**src/rtl/wbps_pkg.sv**
```systemverilog
// shared constants, types and helper functions of the wildcard byte pattern scanner
`default_nettype none

package wbps_pkg;

  // window depth and derived widths
  localparam int PatternMax  = 16;
  localparam int LenW        = $clog2(PatternMax + 1);
  localparam int IdxW        = $clog2(PatternMax);
  localparam int SigRegBytes = 16;
  localparam int SigW        = 8 * SigRegBytes;

  // item and register widths
  localparam int ByteW    = 8;
  localparam int CountW   = 32;
  localparam int CfgW     = 64;
  localparam int CfgIdxW  = 2;
  localparam int LengthW  = 5;

  // configuration register indexes
  typedef enum logic [CfgIdxW-1:0] {
    CfgPatternLow    = 2'd0,
    CfgPatternHigh   = 2'd1,
    CfgPatternLength = 2'd2
  } cfg_reg_e;

  // per-cell control: the shift is common to the row, active and sig are per cell
  typedef struct packed {
    logic             shift;
    logic             active;
    logic [ByteW-1:0] sig;
  } cell_ctrl_t;

  // length in use: zero acts as one, large values saturate to the window depth
  function automatic logic [LenW-1:0] eff_len(input logic [LengthW-1:0] len);
    logic [LenW-1:0] res;
    if (len == '0) begin
      res = LenW'(1);
    end else if (int'(len) > PatternMax) begin
      res = LenW'(PatternMax);
    end else begin
      res = LenW'(len);
    end
    return res;
  endfunction

  // signature byte by position, bytes past the register pair are wildcards
  function automatic logic [ByteW-1:0] sig_byte(input logic [SigW-1:0] sig,
                                                input logic [IdxW-1:0] idx);
    logic [ByteW-1:0] res;
    logic [SigW-1:0]  shifted;
    shifted = sig >> (ByteW * int'(idx));
    if (int'(idx) < SigRegBytes) begin
      res = shifted[ByteW-1:0];
    end else begin
      res = '0;
    end
    return res;
  endfunction

endpackage

`default_nettype wire

```
**src/rtl/wbps_cell.sv**
```systemverilog
// one window cell: holds a byte, passes it on and checks it against its signature byte
`default_nettype none

module wbps_cell (
  input  logic                     clk_i,
  input  wbps_pkg::cell_ctrl_t     ctrl_i,
  input  logic [wbps_pkg::ByteW-1:0] byte_i,
  output logic [wbps_pkg::ByteW-1:0] byte_o,
  output logic                     match_o
);
  import wbps_pkg::*;

  logic [ByteW-1:0] byte_d;
  logic [ByteW-1:0] byte_q;

  // shift the neighbor's byte in on every accepted item while the byte count is below its limit
  assign byte_d = ctrl_i.shift ? byte_i : byte_q;

  always_ff @(posedge clk_i) begin
    byte_q <= byte_d;
  end

  assign byte_o = byte_q;

  // compare against the byte this cell will hold after the shift
  assign match_o = !ctrl_i.active || (ctrl_i.sig == '0) || (ctrl_i.sig == byte_i);

endmodule

`default_nettype wire

```
**src/rtl/wildcard_byte_pattern_scan_top.sv**
```systemverilog
// top level of the scanner: configuration registers, cell row, byte counter and result register
`default_nettype none

// Scans a byte stream for a signature of up to 16 bytes in which a zero byte
// matches anything. One item is taken every clock cycle while the input is not
// stalled; a row of 16 cells shifts the window by one byte per item and compares
// all positions at once, so the result of an item sits in the output register in
// the cycle after it was taken. The input stalls only while a result is held and
// the output stalls. Each image gives one result: found with the start offset at
// the first match, or not found on the last byte. There is no start-up pass after reset.
module wildcard_byte_pattern_scan_top (
  input  logic                         clk_i,
  input  logic                         rst_ni,
  input  logic                         in_valid_i,
  output logic                         in_stall_o,
  input  logic [wbps_pkg::ByteW-1:0]   in_image_byte_i,
  input  logic                         in_image_last_i,
  output logic                         out_valid_o,
  input  logic                         out_stall_i,
  output logic                         out_found_o,
  output logic [wbps_pkg::CountW-1:0]  out_match_offset_o,
  input  logic                         cfg_we_i,
  input  logic [wbps_pkg::CfgIdxW-1:0] cfg_index_i,
  input  logic [wbps_pkg::CfgW-1:0]    cfg_wdata_i
);
  import wbps_pkg::*;

  logic [CfgW-1:0]    pat_low_q, pat_low_d;
  logic [CfgW-1:0]    pat_high_q, pat_high_d;
  logic [LengthW-1:0] pat_len_q, pat_len_d;

  logic [CountW-1:0] seen_q, seen_d;
  logic              latch_q, latch_d;
  logic              out_valid_q, out_valid_d;
  logic              out_found_q, out_found_d;
  logic [CountW-1:0] out_offset_q, out_offset_d;

  logic              accept;
  logic              at_limit;
  logic [LenW-1:0]   len;
  logic [LenW-1:0]   len_m1;
  logic              enough;
  logic              hit;
  logic              emit_found;
  logic              emit_none;
  logic [CountW-1:0] offset;
  logic [SigW-1:0]   sig_all;

  cell_ctrl_t        cell_ctrl [PatternMax];
  logic [ByteW-1:0]  cell_in   [PatternMax];
  logic [ByteW-1:0]  cell_out  [PatternMax];
  logic [PatternMax-1:0] cell_match;

  // configuration registers
  always_comb begin
    pat_low_d  = pat_low_q;
    pat_high_d = pat_high_q;
    pat_len_d  = pat_len_q;
    if (cfg_we_i) begin
      unique case (cfg_index_i)
        CfgPatternLow:    pat_low_d  = cfg_wdata_i;
        CfgPatternHigh:   pat_high_d = cfg_wdata_i;
        CfgPatternLength: pat_len_d  = cfg_wdata_i[LengthW-1:0];
        default: ;
      endcase
    end
  end

  always_ff @(posedge clk_i or negedge rst_ni) begin
    if (!rst_ni) begin
      pat_low_q  <= '0;
      pat_high_q <= '0;
      pat_len_q  <= LengthW'(1);
    end else begin
      pat_low_q  <= pat_low_d;
      pat_high_q <= pat_high_d;
      pat_len_q  <= pat_len_d;
    end
  end

  // handshake and window status
  assign in_stall_o = out_valid_q && out_stall_i;
  assign accept     = in_valid_i && !in_stall_o;
  assign at_limit   = (seen_q == '1);
  assign len        = eff_len(pat_len_q);
  assign len_m1     = len - LenW'(1);
  assign sig_all    = {pat_high_q, pat_low_q};

  // row of window cells, cell k holds the byte k items back
  for (genvar k = 0; k < PatternMax; k++) begin : g_cell
    logic [LenW-1:0] pos;
    assign pos = LenW'(k);
    assign cell_ctrl[k].shift  = accept && !at_limit;
    assign cell_ctrl[k].active = (pos < len);
    assign cell_ctrl[k].sig    = sig_byte(sig_all, IdxW'(len_m1 - pos));

    if (k == 0) begin : g_head
      assign cell_in[k] = in_image_byte_i;
    end else begin : g_link
      assign cell_in[k] = cell_out[k-1];
    end

    wbps_cell u_cell (
      .clk_i   (clk_i),
      .ctrl_i  (cell_ctrl[k]),
      .byte_i  (cell_in[k]),
      .byte_o  (cell_out[k]),
      .match_o (cell_match[k])
    );
  end

  // match decision on the window as it stands after this item
  assign enough     = (seen_q >= CountW'(len_m1));
  assign hit        = !at_limit && enough && (&cell_match);
  assign offset     = seen_q - CountW'(len_m1);
  assign emit_found = hit && !latch_q;
  assign emit_none  = in_image_last_i && !latch_q && !emit_found;

  // byte counter and found latch, cleared by the last byte
  always_comb begin
    seen_d  = seen_q;
    latch_d = latch_q;
    if (accept) begin
      if (in_image_last_i) begin
        seen_d  = '0;
        latch_d = 1'b0;
      end else begin
        if (!at_limit) begin
          seen_d = seen_q + CountW'(1);
        end
        latch_d = latch_q || hit;
      end
    end
  end

  always_ff @(posedge clk_i or negedge rst_ni) begin
    if (!rst_ni) begin
      seen_q  <= '0;
      latch_q <= 1'b0;
    end else begin
      seen_q  <= seen_d;
      latch_q <= latch_d;
    end
  end

  // result register
  always_comb begin
    out_valid_d  = out_valid_q;
    out_found_d  = out_found_q;
    out_offset_d = out_offset_q;
    if (accept && (emit_found || emit_none)) begin
      out_valid_d  = 1'b1;
      out_found_d  = emit_found;
      out_offset_d = emit_found ? offset : '0;
    end else if (!out_stall_i) begin
      out_valid_d = 1'b0;
    end
  end

  always_ff @(posedge clk_i or negedge rst_ni) begin
    if (!rst_ni) begin
      out_valid_q <= 1'b0;
    end else begin
      out_valid_q <= out_valid_d;
    end
  end

  always_ff @(posedge clk_i) begin
    out_found_q  <= out_found_d;
    out_offset_q <= out_offset_d;
  end

  assign out_valid_o        = out_valid_q;
  assign out_found_o        = out_found_q;
  assign out_match_offset_o = out_offset_q;

  // checks
  a_latch_needs_bytes: assert property (@(posedge clk_i) disable iff (!rst_ni)
    latch_q |-> (seen_q != '0))
    else $error("found latch set with empty byte count");

  a_last_clears: assert property (@(posedge clk_i) disable iff (!rst_ni)
    accept && in_image_last_i |=> (seen_q == '0) && !latch_q)
    else $error("last byte did not clear the scan state");

  a_found_sets_latch: assert property (@(posedge clk_i) disable iff (!rst_ni)
    accept && emit_found && !in_image_last_i |=> latch_q)
    else $error("reported match did not set the latch");

  a_stall_only_when_full: assert property (@(posedge clk_i) disable iff (!rst_ni)
    in_stall_o |-> out_valid_q)
    else $error("input stalled with empty result register");

  a_limit_holds: assert property (@(posedge clk_i) disable iff (!rst_ni)
    accept && at_limit && !in_image_last_i |=> at_limit)
    else $error("byte count left its limit");

endmodule

`default_nettype wire
```
**config.mk**
```make
export PLATFORM = sky130hd
export DESIGN_NAME = wildcard_byte_pattern_scan_top
export DESIGN_NICKNAME = d
export VERILOG_FILES = /design/src/rtl/wbps_pkg.sv /design/src/rtl/wbps_cell.sv /design/src/rtl/wildcard_byte_pattern_scan_top.sv
export SDC_FILE = /design/constraint.sdc
export NUM_CORES = 1
export LEC_CHECK = 0
export BUFFER_PORTS_ARGS = -buffer_cell sky130_fd_sc_hd__buf_4
export CORE_UTILIZATION = 38
export CTS_CLUSTER_DIAMETER = 50
export DETAILED_ROUTE_END_ITERATION = 8
export SETUP_SLACK_MARGIN = 0.02
export SLEW_MARGIN = 0
export SYNTH_ARGS = -nofsm -noshare
export SYNTH_HDL_FRONTEND = slang
export SYNTH_SLANG_ARGS = --single-unit
```
**constraint.sdc**
```tcl
create_clock -name clk_i -period 8.5 [get_ports clk_i]
set_clock_uncertainty 0.2 [all_clocks]
set_input_delay 0.425 -clock clk_i [delete_from_list [all_inputs] [get_ports clk_i]]
set_output_delay 0.425 -clock clk_i [all_outputs]
set_load 0.01 [all_outputs]
```
=== After elaboration in Yosys (flattened, before gate mapping) ===
Index checks and enable logic that the tools add are counted.

* Register bits: 320
* Input bits: 80
* Output and inout port bits: 35

* $add $sub $neg: 18
* $lt $le $gt $ge: 18
* Eq/ne operators: 21
* Shift operators: 16
* Multiplexer cells: 7
* Reductions and logical operators: 86

{| class="wikitable"
|+ Operators with widths
! kind !! count
|-
| $shr 128x7->8 || 16
|-
| $eq 8x8->1 || 16
|-
| $logic_not 8->1 || 16
|-
| $mux 32 || 2
|-
| $lt 4x5->1 const A || 8
|-
| $logic_or 1x1->1 || 34
|-
| $add 32x1->32 const B || 1
|-
| $eq 32x32->1 const B || 1
|-
| $ge 32x5->1 || 1
|-
| $sub 32x5->32 || 1
|-
| $sub 4x4->4 const B || 8
|-
| $logic_not 1->1 || 20
|-
| $lt 3x5->1 const A || 4
|-
| $reduce_and 16->1 || 1
|-
| $sub 4x3->4 const B || 4
|-
| $lt 1x5->1 const A || 2
|-
| $lt 2x5->1 const A || 2
|-
| $mux 5 || 2
|-
| $logic_and 1x1->1 || 9
|-
| $reduce_and 2->1 || 4
|-
| $sub 4x2->4 const B || 2
|-
| $gt 5x5->1 const B || 1
|-
| $logic_not 5->1 || 1
|-
| $sub 5x1->5 const B || 1
|-
| other kinds (7) || 9
|}

=== Logic depth before layout (Yosys ltp) ===
Gate-level depths: netlist (run 1).

* Depth in word-level cells: 17
* Depth in mapped cells: 25
* Depth with buffers taken out: 16

=== By module ===
From an unflattened synthesis (run 1), not the netlist that was laid out.

* Cell total of the unflattened synthesis: 1728
* Area total of the unflattened synthesis: 20440.9 µm²

{| class="wikitable"
|+ By module, submodules not included
! module !! times used !! cells an instance !! area an instance (µm²)
|-
| wildcard_byte_pattern_scan_top || 1 || 1376 || 14815.5
|-
| wbps_cell || 16 || 22 || 351.6
|}

=== Worst setup path before layout (run 1) ===
Ideal clock, no wire load.

* Path kind: register -> register
* From: register pat_len_q[4]
* To: register out_found_q, in the netlist out_found_o, enable pin
* Setup time: 0.469 ns
* Data arrival time: 8.045 ns
* Slack: -0.214 ns
* Stages on the path, launching flop included: 24
* Clock period less this slack: 8.714 ns
* Path through: dfrtp_1 -> buf_4 -> or4_4 -> buf_4 -> nand2_4 -> inv_4 -> buf_6 -> buf_2 -> ha_1 -> xnor2_1 -> buf_2 -> buf_2 -> ha_1 -> nand3_1 -> a311oi_1 -> clkbuf_1 -> nor4b_1 -> or4_1 -> xnor2_1 -> nor4_1 -> a211oi_1 -> a2111oi_4 -> nand3_2 -> o21ai_0

* Word-level cells in the longest chain between the ends: 16

{| class="wikitable"
|+ RTL lines
! element !! line !! RTL
|-
| start, declared || wildcard_byte_pattern_scan_top.sv:30 || <nowiki>logic [LengthW-1:0] pat_len_q, pat_len_d;</nowiki>
|-
| start signal, assigned || wildcard_byte_pattern_scan_top.sv:73 || <nowiki>pat_len_q <= LengthW'(1);</nowiki>
|-
| start signal, assigned || wildcard_byte_pattern_scan_top.sv:77 || <nowiki>pat_len_q <= pat_len_d;</nowiki>
|-
| $gt 5x5->1 || wbps_pkg.sv:39 || <nowiki>end else if (int'(len) > PatternMax) begin</nowiki>
|-
| $mux 5 || wbps_pkg.sv:39 ||
|-
| $mux 5 (*) || wbps_pkg.sv:37 || <nowiki>if (len == '0) begin</nowiki>
|-
| $sub 5x1->5 || wildcard_byte_pattern_scan_top.sv:86 || <nowiki>assign len_m1 = len - LenW'(1);</nowiki>
|-
| $sub 4x1->4, or another cell as far along || wildcard_byte_pattern_scan_top.sv:95 || <nowiki>assign cell_ctrl[k].sig = sig_byte(sig_all, IdxW'(len_m1 - pos));</nowiki>
|-
| $shr 128x7->8 || wbps_pkg.sv:52 || <nowiki>shifted = sig >> (ByteW * int'(idx));</nowiki>
|-
| $logic_not 8->1 || wbps_cell.sv:26 || <nowiki>assign match_o = !ctrl_i.active || (ctrl_i.sig == '0) || (ctrl_i.sig == byte_i);</nowiki>
|-
| $logic_or 1x1->1 (2 in a row) || wbps_cell.sv:26 ||
|-
| $reduce_and 16->1 || wildcard_byte_pattern_scan_top.sv:114 || <nowiki>assign hit = !at_limit && enough && (&cell_match);</nowiki>
|-
| $logic_and 1x1->1 (*) || wildcard_byte_pattern_scan_top.sv:114 ||
|-
| $logic_and 1x1->1 (*) || wildcard_byte_pattern_scan_top.sv:116 || <nowiki>assign emit_found = hit && !latch_q;</nowiki>
|-
| $logic_not 1->1 || wildcard_byte_pattern_scan_top.sv:117 || <nowiki>assign emit_none = in_image_last_i && !latch_q && !emit_found;</nowiki>
|-
| $logic_and 1x1->1 || wildcard_byte_pattern_scan_top.sv:117 ||
|-
| $logic_or 1x1->1 (*) || wildcard_byte_pattern_scan_top.sv:151 || <nowiki>if (accept && (emit_found || emit_none)) begin</nowiki>
|-
| $logic_and 1x1->1 (*) || wildcard_byte_pattern_scan_top.sv:151 ||
|-
| end signal, assigned || wildcard_byte_pattern_scan_top.sv:169 || <nowiki>out_found_q <= out_found_d;</nowiki>
|-
| end, declared || wildcard_byte_pattern_scan_top.sv:35 || <nowiki>logic out_found_q, out_found_d;</nowiki>
|}

Mark *: on every way between the ends. The rest lies on a longest branch, timed or not.
A chain may end at the register's enable or synchronous reset.

=== Worst setup path in the final report (run 1) ===
* From: register pat_len_q[4]
* To: register out_offset_q[16], in the netlist out_match_offset_o[16], enable pin

* Word-level cells in the longest chain between the ends: 16

{| class="wikitable"
|+ RTL lines
! element !! line !! RTL
|-
| $gt 5x5->1 || wbps_pkg.sv:39 ||
|-
| $mux 5 || wbps_pkg.sv:39 ||
|-
| $mux 5 (*) || wbps_pkg.sv:37 ||
|-
| $sub 5x1->5 || wildcard_byte_pattern_scan_top.sv:86 ||
|-
| $sub 4x1->4, or another cell as far along || wildcard_byte_pattern_scan_top.sv:95 ||
|-
| $shr 128x7->8 || wbps_pkg.sv:52 ||
|-
| $logic_not 8->1 || wbps_cell.sv:26 ||
|-
| $logic_or 1x1->1 (2 in a row) || wbps_cell.sv:26 ||
|-
| $reduce_and 16->1 || wildcard_byte_pattern_scan_top.sv:114 ||
|-
| $logic_and 1x1->1 (*) || wildcard_byte_pattern_scan_top.sv:114 ||
|-
| $logic_and 1x1->1 (*) || wildcard_byte_pattern_scan_top.sv:116 ||
|-
| $logic_not 1->1 || wildcard_byte_pattern_scan_top.sv:117 ||
|-
| $logic_and 1x1->1 || wildcard_byte_pattern_scan_top.sv:117 ||
|-
| $logic_or 1x1->1 (*) || wildcard_byte_pattern_scan_top.sv:151 ||
|-
| $logic_and 1x1->1 (*) || wildcard_byte_pattern_scan_top.sv:151 ||
|-
| end signal, assigned || wildcard_byte_pattern_scan_top.sv:170 || <nowiki>out_offset_q <= out_offset_d;</nowiki>
|-
| end, declared || wildcard_byte_pattern_scan_top.sv:36 || <nowiki>logic [CountW-1:0] out_offset_q, out_offset_d;</nowiki>
|}

Marks and branches as above.

==> results.yml, run 1 <==
outcome:
  status: "completed"
grt:
  busiest_layer: "met2"
  grt_pass1_vias: 16800
  grt_use_met1_pct: 37.1
  grt_util_met3_pct: 5.48
  grtUsageTotal_pct: 27.9
  gr-total-overflow: 0
  grt_max_degree: 88
  grtUsageMet2_pct: 42.5
  antenna_found_initial: 0
  grt_pass1_wl_um: 117000
setup_path:
  crit_end: "out_match_offset_o[16]$_SDFFCE_PN0P_"
  endpoint_kind: "register"
  r2r_end: "out_match_offset_o[16]$_SDFFCE_PN0P_"
  critPathKind: "reg2reg"
  critPathLaunchType: "register"
  path_max_fanout: 37
  rrSetupSlack_ns: 1.73
  crit_chain: "buf_4 > or4_4 > nand2_4 > inv_4 > ha_1 > buf_4 > ha_1 > nand3_1 > o2111a_1 > nor2_1 > mux4_2 > xnor2_1 > nor4_1 > a211oi_1 > a2111oi_4 > nand3_2 > o21ai_2 > buf_4"
  cp_common_cell: "buf_4"
  reg2reg_depth: 18
  startpoint: "pat_len_q[4]$_DFFE_PN0P_"
  worstPathArrival_ns: 6.79
  worstReg2RegStart: "pat_len_q[4]$_DFFE_PN0P_"
  crit_slowest_cell: "nor2_1"
  required_ns: 8.53
  slowest_delay_ns: 0.89
sta:
  rsz0062_at_grt: "false"
  worstMarginPinSlew_ns: 1.15
  drv_slew: 0
  finalSetupViolCount: 0
  final.min_clock_period_ns: 6.77
  timing.fmax_mhz: 148
  slew_headroom_pct: 22.9
  period_share_pct: 79.6
  hold_slack_ns: 0.119
  hold_violations: 0
  finalSetupTns_ns: 0
cells_and_area:
  stdcell_count: 2787
  fill_cells: 5214
  multiInputGateArea_um2: 12200
  drive_above_1_share_pct: 26.3
  design_area_um2: 25300
  n_antenna_cell: 0
  area_delta_synth_final_pct: 16.6
  register_area_um2: 8780
  final_net_count: 2095
yosys:
  synth_compound_area_share_pct: 8.94
  synth_top_family_by_area: "multiplexers"
  synth_simple_gate_area_share_pct: 12.4
  synth_seq_cells: 320
  yosysTopAreaCell: "edfxtp_1"
  synth_area_leaders: "edfxtp_1, dfrtp_1, mux4_2, mux2_2, mux2i_1"
  syn-instance-count: 1856
  synth_area_per_cell_um2: 11.7
  seq_area_frac_synth_pct: 40.5
  synth_edf_count: 153
  yosys_warnings: 0
  netlist_area_um2: 21700
  yosys.cell_types.count: 80
  yosys.area.top_type_share_pct: 21.2
  synth_adder_area_share_pct: 1.03
  ys.flop_type: "dfrtp_1"
  synthXorXnorAreaFrac_pct: 7.47
  synthMuxAreaShare_pct: 26.3
  synth_fp_nets: 1950
  ys_async_sr_fraction_pct: 52.2
cts:
  ctsResizeCount: 0
  cts_setup_buffers: 0
  cts_tree: "built"
  hold_buffers: 75
  root_buffer: "clkbuf_16"
  cts_buffers: 39
  htree_levels: 2
  insertion_delay_ns: 0.58
  clock-sinks: 320
  cts_buffer_depth: 3
  clk_pin_slew_ns: 0.06
placement:
  dpl.cell_count: 2641
  portBuffers: 114
  gp_congestion: 1.03
  placed_cell_area_um2: 23300
  dp_hpwl_um: 61700
power:
  power_density_nw_per_um2: 344
  power.internal_uw: 4800
  ir_drop_uv: 188
  p_switching_uw: 3900
  power_leakage_uw: 0.00964
  clkPwrFrac_pct: 18.9
  seqPwrFrac_pct: 24.4
  p_sw_share_pct: 44.8
  pwr-share-comb_pct: 56.7
floorplan:
  ioPinCount: 115
  start_util_pct: 38.5
  core_um2: 56400
  row_count: 87
  die_y_um: 241
  die_w_um: 241
  die-area_um2: 58000
drt:
  avgRoutedWirePerCell_um: 28.9
  vias: 17500
  via_per_inst: 6.29
  wirelength_um: 80500
  drt_first_pass_iters: 6
  drt-initial-drc-count: 2088
  drc: 0
  postRouteAntennaNets: 0
hold_path:
  holdCritPathClass: "in2reg"
run:
  maxCapViolCount: 0
==> stage by stage <==
step / power [uW] / setup slack [ns] / util, %
after floorplan: 5330 / 0.682 / -
after global placement: 6870 / 1.94 / 41.3
after detailed placement: 6900 / 1.80 / 41.3
after CTS: 8600 / 1.80 / 44.9
after global routing: 9030 / 1.37 / 44.9
final: 8700 / 1.73 / 44.9
==> cells in the mapped netlist (all sizes together), types with 7 or more instances <==
master and count:
a21oi 56, a221oi 28, a22oi 11, a31oi 10
and3 8, buf 66, clkbuf 72, dfrtp 166
edfxtp 153, ha 13, inv 18, mux2 136
mux2i 146, mux4 120, nand2 104, nand2b 7
nand3 46, nand4 35, nor2 110, nor2b 10
nor3 56, nor4 41, nor4b 15, o211a 12
o211ai 17, o21ai 52, o221ai 30, o22ai 8
o31ai 8, or3 21, or4 18, xnor2 126
xor2 59
==> power by group through the flow <==
stage / combinational (uW) / clock [uW] / sequential [uW]
2_1_floorplan: 3360 / 0 / 1980
3_3_place_gp: 4740 / 0 / 2130
3_5_place_dp: 4770 / 0 / 2130
4_1_cts: 4810 / 1680 / 2110
5_1_grt: 5150 / 1740 / 2130
6_report: 4940 / 1650 / 2120
==> logic make-up after synthesis <==
logic type,after synthesis
xor+xnor,185
fa+ha+maj,18
compound gates,275
simple gates,496
buf+inv,160
flops,320
mux,402
==> metal layers <==
metal,share of wire [%],up-vias
li1,-,7499
met1,41,8887
met2,44,950
met3,8.3,196
met4,6.5,0
met5,0,-
==> worst min path at each step <==
stage	start	end	slack, ns	depth (start not counted)
finish	out_stall_i	out_valid_o$_DFFE_PN0P_	0.12	4
global route	out_stall_i	out_valid_o$_DFFE_PN0P_	0.15	4
CTS	out_stall_i	out_valid_o$_DFFE_PN0P_	0.08	4
detailed placement	rst_ni	seen_q[17]$_DFFE_PN0P_	0.20	1
global placement	rst_ni	seen_q[17]$_DFFE_PN0P_	0.20	1
floorplan	rst_ni	latch_q$_DFFE_PN0P_	-0.07	0
==> critical path, delay by kind of cell (launching register included) <==
kind	cells	cell delay, ns
DFF	1	0.37
and+or+nand+nor	6	2.21
AOI/OAI and AO/OA	4	1.30
adders and majority gates	2	0.56
xor gates and xnor gates	1	0.15
buffers and inverters	4	1.13
muxes	1	0.46
==> state kept, by name, indices dropped and copies added (netlist names) <==
signal,flops
g_cell.u_cell.byte_o,120
pat_high_q,64
pat_low_q,64
out_match_offset_o,32
seen_q,32
pat_len_q,5
latch_q,1
out_found_o,1
out_valid_o,1
==> placed cells by master (no fill, tap or decap), types with 75 or more instances in the layout <==
cell | Yosys | final
xnor2_1 | 126 | 124
mux4_2 | 120 | 120
buf_4 | 13 | 166
nor2_1 | 110 | 109
dlygate4sd3_1 | 0 | 75
edfxtp_1 | 153 | 153
mux2i_1 | 146 | 146
dfrtp_1 | 166 | 166
nand2_1 | 103 | 103
mux2_2 | 136 | 136
==> cell type report <==
cell class | count | share of cell area, %
clock buffer | 46 | 3.96
multi-input combinational | 1376 | 48.3
timing repair buffer | 242 | 7.94
clock inverter | 25 | 1.04
tap | 756 | 3.74
inverter | 22 | 0.346
sequential | 320 | 34.7
No activity file was read; power rests on OpenSTA's default activity.
==> run 2, diff against run 1 <==
- clock period: 8.5 -> 6.2 ns (I/O delays scaled with it)
==> run 2 against run 1 <==
Combinational power grew 39%; non-clock buffer count up 24; sequential power rose by 36%; power is 41% higher; design area rose by 2.1%; maximum frequency rose by 17%; register-to-register slack lost 1.3 ns; utilization is 0.96 points higher; clock power increased by 52%; sequential share of layout area is 0.73 points lower; largest cell class unchanged; highest routed layer unchanged.
==> results.yml, run 2 (synthesis gave the netlist of run 1 again) <==
cts:
  cts_tree: "built"
  cts_setup_buffers: 0
  insertion_delay_ns: 0.57
  cts_buffer_depth: 3
  htree_levels: 2
  clock-sinks: 320
  clk_pin_slew_ns: 0.06
  cts_buffers: 41
  root_buffer: "clkbuf_16"
drt:
  via_per_inst: 6.27
  drc: 0
  postRouteAntennaNets: 0
  vias: 17700
  avgRoutedWirePerCell_um: 28.3
  drt-initial-drc-count: 2039
  drt_first_pass_iters: 5
  wirelength_um: 79600
placement:
  dpl.cell_count: 2663
  placed_cell_area_um2: 23600
  portBuffers: 114
  dp_hpwl_um: 61500
  gp_congestion: 1.04
cells_and_area:
  register_area_um2: 8780
  design_area_um2: 25800
  multiInputGateArea_um2: 12300
  layout_common_cells: "buf_4, dfrtp_1, edfxtp_1"
  final_net_count: 2121
  largest_reg_flops: 120
  stdcell_count: 2816
  mostFrequentLayoutCell: "buf_4"
  n_antenna_cell: 0
  area_delta_synth_final_pct: 19.1
  finalCoreUtilization_pct: 45.8
  fill_cells: 5218
  drive_above_1_share_pct: 27.9
setup_path:
  critPathKind: "reg2reg"
  endpoint_kind: "register"
  cp_top_family: "simple AND/OR/NAND/NOR gates"
  crit_slowest_cell: "xnor2_2"
  slowest_delay_ns: 0.70
  worstPathArrival_ns: 5.98
  crit_chain: "nand2b_1 > buf_4 > ha_1 > a21boi_0 > o21ai_1 > nor2_4 > buf_12 > xnor2_2 > mux4_2 > xnor2_1 > nand4_1 > o21ai_0 > and4_1 > nand3_4 > buf_4 > nor3_1"
  critPathLaunchType: "register"
  cp_common_cell: "buf_4"
  cp.buffers_inverters: 3
  required_ns: 6.40
  path_max_fanout: 40
power:
  ir_drop_uv: 261
  power_density_nw_per_um2: 474
  power_leakage_uw: 0.00988
sta:
  drv_slew: 0
  worstMarginPinSlew_ns: 1.43
  finalSetupTns_ns: 0
  period_share_pct: 93.3
  final.min_clock_period_ns: 5.78
  rsz0062_at_grt: "false"
  timing.fmax_mhz: 173
  slew_headroom_pct: 4.44
  hold_violations: 0
  finalSetupViolCount: 0
outcome:
  status: "completed"
grt:
  grt_max_degree: 156
  grt_pass1_vias: 17100
  antenna_found_initial: 2
  gr-total-overflow: 0
  grt_pass1_wl_um: 117000
  grtUsageTotal_pct: 27.8
floorplan:
  die_w_um: 241
  row_count: 87
  die_y_um: 241
  die-area_um2: 58000
  start_util_pct: 38.5
  ioPinCount: 115
  core_um2: 56400
hold_path:
  holdCritPathClass: "in2reg"
run:
  maxCapViolCount: 0
run 2: cell types whose count changed in the layout (fill, tap and decap cells not counted), sizes merged:
cell | previous run | this run
clkinv | 22 | 14
clkinvlp | 0 | 4
buf | 167 | 189
bufinv | 3 | 5
dlygate4sd3 | 75 | 77
inv | 22 | 24
clkbuf | 46 | 51
run 2: worst register-to-register path, delay by kind of cell (launching register included):
family / cells / cell delay [ns]
AOI/OAI and AO/OA: 3 / 0.91
DFF: 1 / 0.42
and+or+nand+nor: 6 / 1.46
xor gates and xnor gates: 2 / 0.87
muxes: 1 / 0.66
buffers and inverters: 3 / 0.82
adders and majority gates: 1 / 0.27
run 2: worst paths after layout:
path | depth (start not counted) | slack [ns] | startpoint | end
max reg2reg | 16 | 0.42 | pat_len_q[4]$_DFFE_PN0P_ | out_match_offset_o[0]$_SDFFCE_PN0P_
min in group asynchronous | 3 | 0.18 | rst_ni | seen_q[22]$_DFFE_PN0P_
max in group asynchronous | 3 | 4.68 | rst_ni | seen_q[19]$_DFFE_PN0P_
min reg2reg | 0 | 0.28 | g_cell[10].u_cell.byte_o[3]$_DFFE_PP_ | g_cell[11].u_cell.byte_o[3]$_DFFE_PP_
max | 16 | 0.42 | pat_len_q[4]$_DFFE_PN0P_ | out_match_offset_o[0]$_SDFFCE_PN0P_
min | 3 | 0.09 | cfg_index_i[0] | pat_len_q[2]$_DFFE_PN0P_
run 2: repair_timing:
| item | in CTS | in global routing |
|---|---|---|
| resized for setup | 0 | 0 |
| hold endpoints to repair | 311 | 0 |
| hold buffers | 77 | 0 |
run 2: area by class of cell:
class | instances | area share (%)
clock inverters | 25 | 1.31
clock buffers | 51 | 4.37
multi-input cells | 1376 | 47.5
repair buffers | 266 | 8.83
flip-flops and latches | 320 | 34.0
well taps | 756 | 3.66
inverters | 22 | 0.339
run 2: metal layers:
| layer | GRT usage [%] | vias to the layer above | routed length (um) |
|---|---|---|---|
| met5 | 0 | - | 0 |
| met4 | 13.5 | 0 | 4370 |
| met3 | 4.31 | 182 | 6570 |
| met2 | 44.3 | 992 | 36700 |
| met1 | 36.8 | 8943 | 32000 |
| li1 | - | 7545 | - |
run 2: where the power goes:
group          switching, uW  internal [uW]
sequential               400           2490
combinational           3970           2890
clock                    975           1530
run 2: metrics by stage:
stage                     setup WS [ns]  hold WS (ns)  total power [uW]
after floorplan                  0.0254        -0.186              7380
after global placement            0.487       -0.0549              9490
after detailed placement          0.487       -0.0563              9550
after CTS                         0.449        0.0773             12100
after global routing             0.0810         0.104             12700
final                             0.415        0.0942             12200
